`src/sv/mavg_pkg.sv`:
```
// Shared types and constants for the moving average with step reset.
package mavg_pkg;

	// Configuration port
	localparam int CFG_INDEX_W = 2;
	localparam int CFG_DATA_W  = 15;
	localparam int WLEN_W      = 4;
	localparam int THRESH_W    = 15;

	localparam logic [CFG_INDEX_W-1:0] REG_WINDOW_LENGTH  = 2'd0;
	localparam logic [CFG_INDEX_W-1:0] REG_JUMP_THRESHOLD = 2'd1;

	// Register reset values (threshold is 0.01 rad in Q3.12)
	localparam logic [WLEN_W-1:0]   WLEN_RESET   = 4'd8;
	localparam logic [THRESH_W-1:0] THRESH_RESET = 15'd41;

	// Sequencer states
	typedef enum logic [2:0] {
		ST_IDLE,
		ST_CHECK,
		ST_READ,
		ST_DROP,
		ST_APPEND,
		ST_DIV,
		ST_WAIT,
		ST_OUT
	} mavg_state_t;

endpackage

```
`src/sv/mavg_div.sv`:
```
// Iterative signed-by-unsigned restoring divider, one quotient bit per cycle.
module mavg_div #(
	parameter int NUM_W = 19,
	parameter int DEN_W = 4
) (
	input  logic                    clk,
	input  logic                    arst_n,
	input  logic                    start,
	input  logic signed [NUM_W-1:0] numer,
	input  logic        [DEN_W-1:0] denom,
	output logic                    busy,
	output logic                    done,
	output logic signed [NUM_W-1:0] quotient
);

	localparam int CNT_W = $clog2(NUM_W + 1);

	logic             busy_q;
	logic             done_q;
	logic             neg_q;
	logic [CNT_W-1:0] cnt_q;
	logic [NUM_W-1:0] quo_q;
	logic [DEN_W-1:0] rem_q;

	logic [NUM_W-1:0] numer_mag;
	logic [DEN_W:0]   trial;
	logic             fits;

	// Magnitude of the dividend and one restoring step
	always_comb begin
		numer_mag = numer[NUM_W-1] ? NUM_W'(-numer) : NUM_W'(numer);
		trial     = {rem_q, quo_q[NUM_W-1]};
		fits      = trial >= {1'b0, denom};
	end

	// Control
	always_ff @(posedge clk or negedge arst_n) begin
		if (!arst_n) begin
			busy_q <= 1'b0;
			done_q <= 1'b0;
			cnt_q  <= '0;
		end else begin
			done_q <= 1'b0;
			if (start) begin
				busy_q <= 1'b1;
				cnt_q  <= '0;
			end else if (busy_q) begin
				cnt_q <= cnt_q + CNT_W'(1);
				if (cnt_q == CNT_W'(NUM_W - 1)) begin
					busy_q <= 1'b0;
					done_q <= 1'b1;
				end
			end
		end
	end

	// Datapath: dividend shifts out the top, quotient bits shift in the bottom
	always_ff @(posedge clk) begin
		if (start) begin
			quo_q <= numer_mag;
			rem_q <= '0;
			neg_q <= numer[NUM_W-1];
		end else if (busy_q) begin
			quo_q <= {quo_q[NUM_W-2:0], fits};
			rem_q <= fits ? DEN_W'(trial - {1'b0, denom}) : DEN_W'(trial);
		end
	end

	assign busy     = busy_q;
	assign done     = done_q;
	assign quotient = neg_q ? NUM_W'(-quo_q) : NUM_W'(quo_q);

endmodule

```
`src/sv/moving_average_with_step_reset.sv`:
```
// Top level: windowed moving average with restart on a step, sequenced datapath.
// Sequence per input transaction: check, append, an iterative SUM_W-bit divide,
// output load, plus a read and a drop for each sample dropped from the ring.
// A new item is taken only after the last result is loaded; in_ready is high only while the sequencer
// idles, and a result held by out_ready keeps the next item off.
// Reset: arst_n empties the window and loads length 8, threshold 41; the ring is not cleared.
module moving_average_with_step_reset #(
	parameter int WINDOW_DEPTH = 8,
	parameter int SAMPLE_BITS  = 16
) (
	input  logic                                    clk,
	input  logic                                    arst_n,
	// Input channel
	input  logic                                    in_valid,
	output logic                                    in_ready,
	input  logic signed [SAMPLE_BITS-1:0]           sample,
	// Output channel
	output logic                                    out_valid,
	input  logic                                    out_ready,
	output logic signed [SAMPLE_BITS-1:0]           average,
	output logic [$clog2(WINDOW_DEPTH+1)-1:0]       sample_count,
	output logic                                    window_full,
	// Configuration channel
	input  logic                                    cfg_valid,
	output logic                                    cfg_ready,
	input  logic [mavg_pkg::CFG_INDEX_W-1:0]        cfg_index,
	input  logic [mavg_pkg::CFG_DATA_W-1:0]         cfg_data
);

	localparam int CNT_W  = $clog2(WINDOW_DEPTH + 1);
	localparam int PTR_W  = (WINDOW_DEPTH > 1) ? $clog2(WINDOW_DEPTH) : 1;
	localparam int SUM_W  = SAMPLE_BITS + PTR_W;
	localparam int DIFF_W = SAMPLE_BITS + 1;
	localparam int CMP_W  = (DIFF_W > mavg_pkg::THRESH_W) ? DIFF_W : mavg_pkg::THRESH_W;

	mavg_pkg::mavg_state_t state_q, state_d;

	// Configuration registers
	logic [mavg_pkg::WLEN_W-1:0]   wlen_q;
	logic [mavg_pkg::THRESH_W-1:0] thresh_q;

	// Window state
	logic [PTR_W-1:0]              oldest_q;
	logic [CNT_W-1:0]              fill_q;
	logic signed [SUM_W-1:0]       sum_q;
	logic signed [SAMPLE_BITS-1:0] newest_q;
	logic signed [SAMPLE_BITS-1:0] smp_q;
	logic                          appended_q;

	// Ring memory
	logic signed [SAMPLE_BITS-1:0] ring_mem [WINDOW_DEPTH];
	logic signed [SAMPLE_BITS-1:0] rd_q;
	logic                          ring_we;
	logic [PTR_W-1:0]              slot;
	logic [CNT_W:0]                slot_raw;

	// Output register
	logic                          out_valid_q;
	logic signed [SAMPLE_BITS-1:0] average_q;
	logic [CNT_W-1:0]              count_q;
	logic                          full_q;

	// Combinational helpers
	logic [CNT_W-1:0]              eff_len;
	logic signed [DIFF_W-1:0]      diff;
	logic [DIFF_W-1:0]             diff_mag;
	logic                          jump;
	logic                          out_free;

	// Divider
	logic                          div_start;
	logic                          div_busy;
	logic                          div_done;
	logic signed [SUM_W-1:0]       div_quo;

	// Configuration writes, always accepted
	assign cfg_ready = 1'b1;

	always_ff @(posedge clk or negedge arst_n) begin
		if (!arst_n) begin
			wlen_q   <= mavg_pkg::WLEN_RESET;
			thresh_q <= mavg_pkg::THRESH_RESET;
		end else if (cfg_valid) begin
			unique case (cfg_index)
				mavg_pkg::REG_WINDOW_LENGTH:  wlen_q   <= cfg_data[mavg_pkg::WLEN_W-1:0];
				mavg_pkg::REG_JUMP_THRESHOLD: thresh_q <= cfg_data[mavg_pkg::THRESH_W-1:0];
				default: ;
			endcase
		end
	end

	// Effective length, jump test and append slot
	always_comb begin
		if (wlen_q == '0) begin
			eff_len = CNT_W'(1);
		end else if (32'(wlen_q) > 32'(WINDOW_DEPTH)) begin
			eff_len = CNT_W'(WINDOW_DEPTH);
		end else begin
			eff_len = CNT_W'(wlen_q);
		end

		diff     = DIFF_W'(smp_q) - DIFF_W'(newest_q);
		diff_mag = diff[DIFF_W-1] ? DIFF_W'(-diff) : DIFF_W'(diff);
		jump     = (fill_q != '0) && (CMP_W'(diff_mag) > CMP_W'(thresh_q));

		slot_raw = (CNT_W+1)'(oldest_q) + (CNT_W+1)'(fill_q);
		if (slot_raw >= (CNT_W+1)'(WINDOW_DEPTH)) begin
			slot_raw = slot_raw - (CNT_W+1)'(WINDOW_DEPTH);
		end
		slot = slot_raw[PTR_W-1:0];
	end

	// Sequencer: next state and strobes
	always_comb begin
		state_d   = state_q;
		ring_we   = 1'b0;
		div_start = 1'b0;
		out_free  = !out_valid_q || out_ready;
		unique case (state_q)
			mavg_pkg::ST_IDLE: begin
				if (in_valid) begin
					state_d = mavg_pkg::ST_CHECK;
				end
			end
			mavg_pkg::ST_CHECK: begin
				if (!jump && fill_q == CNT_W'(WINDOW_DEPTH)) begin
					state_d = mavg_pkg::ST_READ;
				end else begin
					state_d = mavg_pkg::ST_APPEND;
				end
			end
			mavg_pkg::ST_READ: begin
				state_d = mavg_pkg::ST_DROP;
			end
			mavg_pkg::ST_DROP: begin
				if (!appended_q) begin
					state_d = mavg_pkg::ST_APPEND;
				end else if ({1'b0, fill_q} > {1'b0, eff_len} + (CNT_W+1)'(1)) begin
					state_d = mavg_pkg::ST_READ;
				end else begin
					state_d = mavg_pkg::ST_DIV;
				end
			end
			mavg_pkg::ST_APPEND: begin
				ring_we = 1'b1;
				if (fill_q >= eff_len) begin
					state_d = mavg_pkg::ST_READ;
				end else begin
					state_d = mavg_pkg::ST_DIV;
				end
			end
			mavg_pkg::ST_DIV: begin
				div_start = 1'b1;
				state_d   = mavg_pkg::ST_WAIT;
			end
			mavg_pkg::ST_WAIT: begin
				if (div_done) begin
					state_d = mavg_pkg::ST_OUT;
				end
			end
			mavg_pkg::ST_OUT: begin
				if (out_free) begin
					state_d = mavg_pkg::ST_IDLE;
				end
			end
			default: begin
				state_d = mavg_pkg::ST_IDLE;
			end
		endcase
	end

	always_ff @(posedge clk or negedge arst_n) begin
		if (!arst_n) begin
			state_q <= mavg_pkg::ST_IDLE;
		end else begin
			state_q <= state_d;
		end
	end

	assign in_ready = (state_q == mavg_pkg::ST_IDLE);

	// Window bookkeeping: the running-sum register is updated by both append and drop
	always_ff @(posedge clk or negedge arst_n) begin
		if (!arst_n) begin
			oldest_q   <= '0;
			fill_q     <= '0;
			sum_q      <= '0;
			newest_q   <= '0;
			appended_q <= 1'b0;
		end else begin
			unique case (state_q)
				mavg_pkg::ST_CHECK: begin
					appended_q <= 1'b0;
					if (jump) begin
						oldest_q <= '0;
						fill_q   <= '0;
						sum_q    <= '0;
					end
				end
				mavg_pkg::ST_DROP: begin
					sum_q  <= sum_q - SUM_W'(rd_q);
					fill_q <= fill_q - CNT_W'(1);
					if (oldest_q == PTR_W'(WINDOW_DEPTH - 1)) begin
						oldest_q <= '0;
					end else begin
						oldest_q <= oldest_q + PTR_W'(1);
					end
				end
				mavg_pkg::ST_APPEND: begin
					sum_q      <= sum_q + SUM_W'(smp_q);
					fill_q     <= fill_q + CNT_W'(1);
					newest_q   <= smp_q;
					appended_q <= 1'b1;
				end
				default: ;
			endcase
		end
	end

	// Input sample capture
	always_ff @(posedge clk) begin
		if (in_valid && in_ready) begin
			smp_q <= sample;
		end
	end

	// Sample ring, registered read of the oldest entry
	always_ff @(posedge clk) begin
		if (ring_we) begin
			ring_mem[slot] <= smp_q;
		end
		rd_q <= ring_mem[oldest_q];
	end

	// Mean = sum / count, truncated toward zero
	mavg_div #(
		.NUM_W (SUM_W),
		.DEN_W (CNT_W)
	) u_div (
		.clk      (clk),
		.arst_n   (arst_n),
		.start    (div_start),
		.numer    (sum_q),
		.denom    (fill_q),
		.busy     (div_busy),
		.done     (div_done),
		.quotient (div_quo)
	);

	// Output register
	always_ff @(posedge clk or negedge arst_n) begin
		if (!arst_n) begin
			out_valid_q <= 1'b0;
		end else if (state_q == mavg_pkg::ST_OUT && out_free) begin
			out_valid_q <= 1'b1;
		end else if (out_ready) begin
			out_valid_q <= 1'b0;
		end
	end

	always_ff @(posedge clk) begin
		if (state_q == mavg_pkg::ST_OUT && out_free) begin
			average_q <= div_quo[SAMPLE_BITS-1:0];
			count_q   <= fill_q;
			full_q    <= (fill_q == eff_len);
		end
	end

	assign out_valid    = out_valid_q;
	assign average      = average_q;
	assign sample_count = count_q;
	assign window_full  = full_q;

`ifndef NO_ASSERTIONS
	a_fill_bound: assert property (@(posedge clk) disable iff (!arst_n)
		fill_q <= CNT_W'(WINDOW_DEPTH))
		else $error("window count exceeds ring depth");

	a_count_nonzero: assert property (@(posedge clk) disable iff (!arst_n)
		out_valid |-> (sample_count != '0 && sample_count <= CNT_W'(WINDOW_DEPTH)))
		else $error("result count out of range");

	a_div_idle_start: assert property (@(posedge clk) disable iff (!arst_n)
		div_start |-> !div_busy)
		else $error("divider started while busy");

	a_busy_after_accept: assert property (@(posedge clk) disable iff (!arst_n)
		(in_valid && in_ready) |=> !in_ready)
		else $error("input taken while an item is in progress");
`endif

endmodule
```
`config.mk`:
```
export PLATFORM = sky130hd
export DESIGN_NAME = moving_average_with_step_reset
export DESIGN_NICKNAME = d
export VERILOG_FILES = /design/src/sv/mavg_pkg.sv /design/src/sv/mavg_div.sv /design/src/sv/moving_average_with_step_reset.sv
export SDC_FILE = /design/constraint.sdc
export NUM_CORES = 1
export LEC_CHECK = 0
export ABC_AREA = 1
export BUFFER_PORTS_ARGS = -buffer_cell sky130_fd_sc_hd__buf_2
export CORE_ASPECT_RATIO = 0.75
export CORE_MARGIN = 1
export CORE_UTILIZATION = 35
export CTS_CLUSTER_DIAMETER = 80
export CTS_CLUSTER_SIZE = 20
export DETAILED_ROUTE_END_ITERATION = 16
export SETUP_SLACK_MARGIN = 0.05
export SLEW_MARGIN = 20
export SYNTH_ARGS = -nofsm -noshare
export SYNTH_HDL_FRONTEND = slang
export SYNTH_SLANG_ARGS = --single-unit
export TNS_END_PERCENT = 50
```
`constraint.sdc`:
```
create_clock -name clk -period 11.3 [get_ports clk]
set_input_delay 0.565 -clock clk [delete_from_list [all_inputs] [get_ports clk]]
set_output_delay 0.565 -clock clk [all_outputs]
set_load 0.02 [all_outputs]
```
# After elaboration in Yosys (flattened, before gate mapping)
# Memories as Yosys holds them, arrays and structs flattened. A register that Yosys moved wholly into a read port is not among the register bits.
# Index checks and enable logic that the tools add are counted.
[word_totals] reg_bits=134 mem_bits_rw=128 inputBits=38 out_inout_bits=24 word_cells=116 memories=1
[memory_table] memory="ring_mem" words=8 word_bits=16 read_ports=1 rd_ports_with_merged_regs=1 wr=1 line="moving_average_with_step_reset.sv:51" text="logic signed [SAMPLE_BITS-1:0] ring_mem [WINDOW_DEPTH];"
[classes] add_sub_neg=14 n_lt_le_gt_ge=6 eq_ne=16 muxes=39 reduce_logical=21
[ops] operator="$mux 19" n=4
[ops] operator="$pmux 19 s3" n=1
[ops] operator="$mux 3" n=10
[ops] operator="$pmux 3 s8" n=1
[ops] operator="$add 19x16->19" n=1
[ops] operator="$neg 19->19" n=1
[ops] operator="$sub 19x16->19" n=1
[ops] operator="$gt 17x15->1" n=1
[ops] operator="$mux 17" n=1
[ops] operator="$neg 17->17" n=1
[ops] operator="$sub 16x16->17" n=1
[ops] operator="$mux 16" n=1
[ops] operator="$mux 4" n=4
[ops] operator="$neg 16->16" n=1
[ops] operator="$eq 3x3->1 const B" n=5
[ops] operator="$mux 1" n=12
[ops] operator="$pmux 4 s3" n=1
[ops] operator="$mux 5" n=2
[ops] operator="$reduce_and 2->1" n=4
[ops] operator="$reduce_bool 2->1" n=4
[ops] operator="$eq 3x2->1 const B" n=2
[ops] operator="$ne 2x2->1 const B" n=3
[ops] operator="$pmux 3 s2" n=1
[ops] operator="$add 3x4->5" n=1
[ops] operator="28 further kinds" n=32

# Depth between registers and ports, before layout
[logic_depth] depth_word=9 mapped_depth=29 depth_no_buf=29

# Hierarchy
# A second synthesis with hierarchy kept.
[unflattened] hier_cells=1705 area_unflattened_um2=15070.7
[by_module_without_submodules] module="moving_average_with_step_reset" instances=1 cells_each=1342 area_per_inst_um2=12588.3 seq_area_each_um2=6931.6
[by_module_without_submodules] module="mavg_div" instances=1 cells_each=363 area_per_inst_um2=2482.4 seq_area_each_um2=855.8

# Worst setup path before layout
# Ideal clock, no wire load.
[synth_path] kind="register -> register" startpoint="register smp_q[0]" endpoint="register fill_q[1]" t_arrival_ns=3.573 path_slack_ns=7.650 stages_incl_launch_ff=23 path_buffers=1 cell_sequence="edfxtp_1 -> inv_1 -> ha_1 -> fa_1 -> ha_1 -> inv_1 -> nor2_1 -> nand3_1 -> nor2_2 -> nand3_2 -> nor2_4 -> nand3_2 -> nand2_1 -> xor2_1 -> ha_1 -> nand2_1 -> or3_1 -> o21ai_0 -> nand3_2 -> nand3_4 -> buf_8 -> nand3_2 -> o21ai_1"
[synth_via] elab_chain_len=7
[synth_lines] item="from (decl)" line="moving_average_with_step_reset.sv:47" text="logic signed [SAMPLE_BITS-1:0] smp_q;"
[synth_lines] item="from (signal assigned)" line="moving_average_with_step_reset.sv:223" text="smp_q <= sample;"
[synth_lines] item="$sub 16x16->17 (*)" line="moving_average_with_step_reset.sv:102" text="diff = DIFF_W'(smp_q) - DIFF_W'(newest_q);"
[synth_lines] item="$neg 17->17" line="moving_average_with_step_reset.sv:103" text="diff_mag = diff[DIFF_W-1] ? DIFF_W'(-diff) : DIFF_W'(diff);"
[synth_lines] item="$mux 17 (*)" line="moving_average_with_step_reset.sv:103"
[synth_lines] item="$gt 17x15->1 (*)" line="moving_average_with_step_reset.sv:104" text="jump = (fill_q != '0) && (CMP_W'(diff_mag) > CMP_W'(thresh_q));"
[synth_lines] item="$logic_and 1x1->1 (*)" line="moving_average_with_step_reset.sv:104"
[synth_lines] item="$ne 2x2->1 (no line) (*)"
[synth_lines] item="$reduce_and 2->1 (no line) (*)"
[synth_lines] item="to (signal assigned)" line="moving_average_with_step_reset.sv:202" text="fill_q <= fill_q - CNT_W'(1);"
[synth_lines] item="to (signal assigned)" line="moving_average_with_step_reset.sv:211" text="fill_q <= fill_q + CNT_W'(1);"
[synth_lines] item="to (decl)" line="moving_average_with_step_reset.sv:44" text="logic [CNT_W-1:0] fill_q;"
# Mark *: on every way between the ends. The rest lies on a longest branch, timed or not.
# A chain may end at the register's enable or synchronous reset.

# Worst setup path after layout
[layout_path] startpoint="register smp_q[0]" endpoint="register sum_q[11]"
[layout_via] elab_chain_len=7 word_cells_on_any_way=9 classes_between="3 x add/sub; 1 x order compare; 1 x eq/ne; 2 x mux; 2 x reduce/logical"
[layout_lines] item="$sub 16x16->17" line="moving_average_with_step_reset.sv:102"
[layout_lines] item="$neg 17->17" line="moving_average_with_step_reset.sv:103"
[layout_lines] item="$mux 17" line="moving_average_with_step_reset.sv:103"
[layout_lines] item="$gt 17x15->1" line="moving_average_with_step_reset.sv:104"
[layout_lines] item="$logic_and 1x1->1" line="moving_average_with_step_reset.sv:104"
[layout_lines] item="$ne 2x2->1 (no line)"
[layout_lines] item="$reduce_and 2->1 (no line)"
[layout_lines] item="to (signal assigned)" line="moving_average_with_step_reset.sv:201" text="sum_q <= sum_q - SUM_W'(rd_q);"
[layout_lines] item="to (signal assigned)" line="moving_average_with_step_reset.sv:210" text="sum_q <= sum_q + SUM_W'(smp_q);"
[layout_lines] item="to (decl)" line="moving_average_with_step_reset.sv:45" text="logic signed [SUM_W-1:0] sum_q;"
# Parallel ways exist; a longest one is shown, timed or not.

==> results.md <==
* Status: finished, final reports clean
* H-tree levels at 1
* Die height at 180 microns
* CTS Sinks at between 200 and 300
* Wire length of the first global-routing pass at between 50000 and 60000 microns
* Crit Path Max Fanout at 26
* CTS tree: built
* Setup WS pre-CTS at 6.81 ns
* Clk_lat worst skew at 0.54 ns
* Synth cell types at 52
* Worst endpoint required time at 11.69 ns
* Synthesized Nets at 1751
* Die width at around 240 microns
* GR peak layer: met1
* Type of the most critical hold path: input port to register
* GP Congestion at 0.892
* Leak Pwr at 7.04 nW
* Sequential element share of the synthesized area at 52.4%
* Number of synthesized flops with an enable pin at 185
* Area growth syn-to-layout at 9.96%
* CP Class: register to register
* Wire length per cell at 15.8 microns
* Clk_skew at approximately 0.024 ns
* Worst slew pin tran at around 1.0 ns
* Compound-gate portion of the synthesized area at ~11%
* Detailed placement HPWL at 25100 microns
* Peak supply drop at between 0.1 and 0.15 mV
* Clock Tree Buf Depth at 3
* Power per cell area at 112 nW/um^2
* Largest net degree at the start of global routing at a little over 70
* Fin. Hold Viols at 0
* Final Setup Violations at 0
* Post-synthesis simple-gate area fraction at 20.0%
* Worst Setup End Kind: register
* IO Port Bufs at 60
* Via count at around 11000
* Synth area leader: edfxtp_1
* Top Ports at 62
* Placed Cells at 2227
* Primary FF master, synth: edfxtp_1
* First-pass DRT Iterations at 7
* Part of the cycle the worst path needs at 40.2%
* Antenna violations before repair at 0
* Final Slew Violations at 0
* Met2 usage at 25.2%
* Yosys reg bits at 278
* Final #Nets at 1803
* Cells after synthesis at 1635
* CTS Buf Count at 18
* Via count of the first global-routing pass at 10700
* Type of origin of the critical path: register
* Post-synth ARST share at 26.3%
* GR Overflow Total at 0
* Critical Path AT at 4.94 ns
* Largest family of logic cells by synthesized area: simple AND/OR/NAND/NOR gates
* Synthesized area at roughly 15000 sq um
* First DRT Iteration DRCs at between 800 and 900
* Share of layout cells above drive strength 1 at 9.65%
* Met1 Track Usage GR at between 20% and 30%
* Max cap viols at 0
* RSZ-0062 raised after global routing: no
* Top cells by area, synth: edfxtp_1 37%, dfrtp_1 12%, nand2_1 7.2%, ha_1 6.1%, nor2_1 5.8%
* Die outline area at about 43000 sq um
* Mux cell area share after synthesis at 0%
* Adder-cell share of the synthesized area at under 10%
* Post-route insts no fill at 2260
* Final wirelength at between 30000 and 40000 microns
* Total power at 1.82 mW
* Synth top cells by count: 286 x nand2_1, 231 x nor2_1, 185 x edfxtp_1, 185 x inv_1, 154 x o21ai_0
* Detail Route Antenna Nets at 0
* Syn avg cell area at 9.09 sq um
* Synth warnings at 0
* GRT met3 Usage at 2.56%
* # DRC at 0
* Post-cts sizing count at 0
* Max Fclk at about 0.22 GHz
* Row cnt at 64
* Total Neg Setup Slack at 0 ns
* Cell with the most instances after synthesis: nand2_1
* Total GRT Usage at ~17%
* Clk slew on worst S/H paths at 0.09 ns
* Initial Util at 36.0%
* Vias per cell at 4.96
* Headroom to the max-slew limit at 31.0%
* Placeable Area at 41300 sq um
* # diodes at 0
* Synth top area share at 37.4%
* CTS root buffer: clkbuf_16
* Post-CTS Setup Bufs at 0
* Final critical-path required period at 4.55 ns
* Post-synthesis share of cell area spent on xor and xnor gates at 3.48%
* Final WS setup at 6.75 ns
==> through the flow <==
stage               area, sq um  hold slack [ns]  util (%)
detailed placement        15800            0.354      38.2
floorplan                 14900            0.269         -
global placement          15800            0.354      38.2
CTS                       16300            0.178      39.5
finish                    16300            0.198      39.5
global route              16300            0.179      39.5
==> sequential cells by signal, summed over array words and instances (netlist names) <==
name,count
fill_q,4
u_div.rem_q,4
smp_q,16
out_valid,1
u_div.quo_q,19
average,16
ring_mem,128
u_div.neg_q,1
sum_q,19
wlen_q,4
state_q,3
appended_q,1
newest_q,16
u_div.done,1
rd_q,16
window_full,1
oldest_q,3
u_div.cnt_q,5
thresh_q,15
u_div.busy,1
sample_count,4
==> repair_timing <==
action / 4_1_cts / 5_1_grt
hold buffers: 1 / 0
setup endpoints to repair: 0 / 0
endpoints found under the hold margin: 2 / 0
==> kinds of logic (layout without fill, tap and decap cells) <==
family / count (synthesis) / after routing
and+or+nand+nor: 683 / 683
AOI/OAI and AO/OA: 298 / 298
other: 1 / 1
DFF: 278 / 278
adders and majority gates: 78 / 78
buffers and inverters: 238 / 302
xor gates and xnor gates: 59 / 59
==> worst paths after layout <==
path                       cells past startpoint  slack, ns             end            from
min in group asynchronous                      2       0.37        sum_q[4]          arst_n
hold reg to reg                                1       0.49  u_div.rem_q[3]  u_div.rem_q[3]
max in group asynchronous                      3      10.00     oldest_q[0]          arst_n
setup / recovery                              27       6.75       sum_q[11]        smp_q[0]
hold / removal                                 1       0.20        smp_q[4]       sample[4]
setup reg to reg                              27       6.75       sum_q[11]        smp_q[0]
==> area by class of cell <==
class | count | area (sq um)
clock inverter | 5 | 45.0
clock buffer | 27 | 484
timing repair buffer | 78 | 444
inverter | 192 | 721
sequential | 278 | 7790
fill | 4146 | 25000
multi-input combinational | 1119 | 6160
tap | 561 | 702
==> layer usage <==
layer  vias to the layer above  wire (microns)
met5                         -               0
met4                         0             660
met3                        43            1680
met2                       259           15200
met1                      5305           18300
li1                       5597               -
==> worst max-delay path, stage by stage, from the launching register on <==
cell and delay, ns:
edfxtp_1 0.53, inv_1 0.08, ha_1 0.22, fa_1 0.39
inv_1 0.15, nand2_1 0.10, nand3_2 0.08, nand2_1 0.07
nand2_1 0.09, nand2_1 0.06, a22oi_2 0.42, inv_1 0.24
nand2_1 0.12, xor2_1 0.07, ha_1 0.29, nand2_1 0.07
nor2_1 0.15, o21ai_0 0.10, nand4_1 0.08, nand2_1 0.05
nand3_1 0.07, nand2_1 0.07, nand2_1 0.05, o21ai_0 0.12
nand3_2 0.12, nand3_4 0.33, nand3_1 0.17, o21ai_0 0.10
==> placed cells by master, fill, tap and decap left out, drive strengths merged, types with 4 or more instances in the layout <==
master and instances:
o22ai 18, ha 73, nand3b 4, o211ai 5, and2 4, nor3 20, nand2 299, dfstp 4
xnor2 12, xor2 47, nand4 17, buf 77, inv 190, a21oi 68, clkbuf 27, dfxtp 20
nor4 5, o21bai 4, a31oi 23, nand3 82, edfxtp 185, o31ai 8, o21ai 159, clkinv 7
or2 13, fa 5, dfrtp 69, nor2 237
==> power breakdown <==
part	switching, mW	total (mW)	internal, mW
registers	0.00478	1.09	1.09
logic	0.0434	0.0702	0.0268
clock network	0.357	0.662	0.305
(Power assumes the default switching activity.)
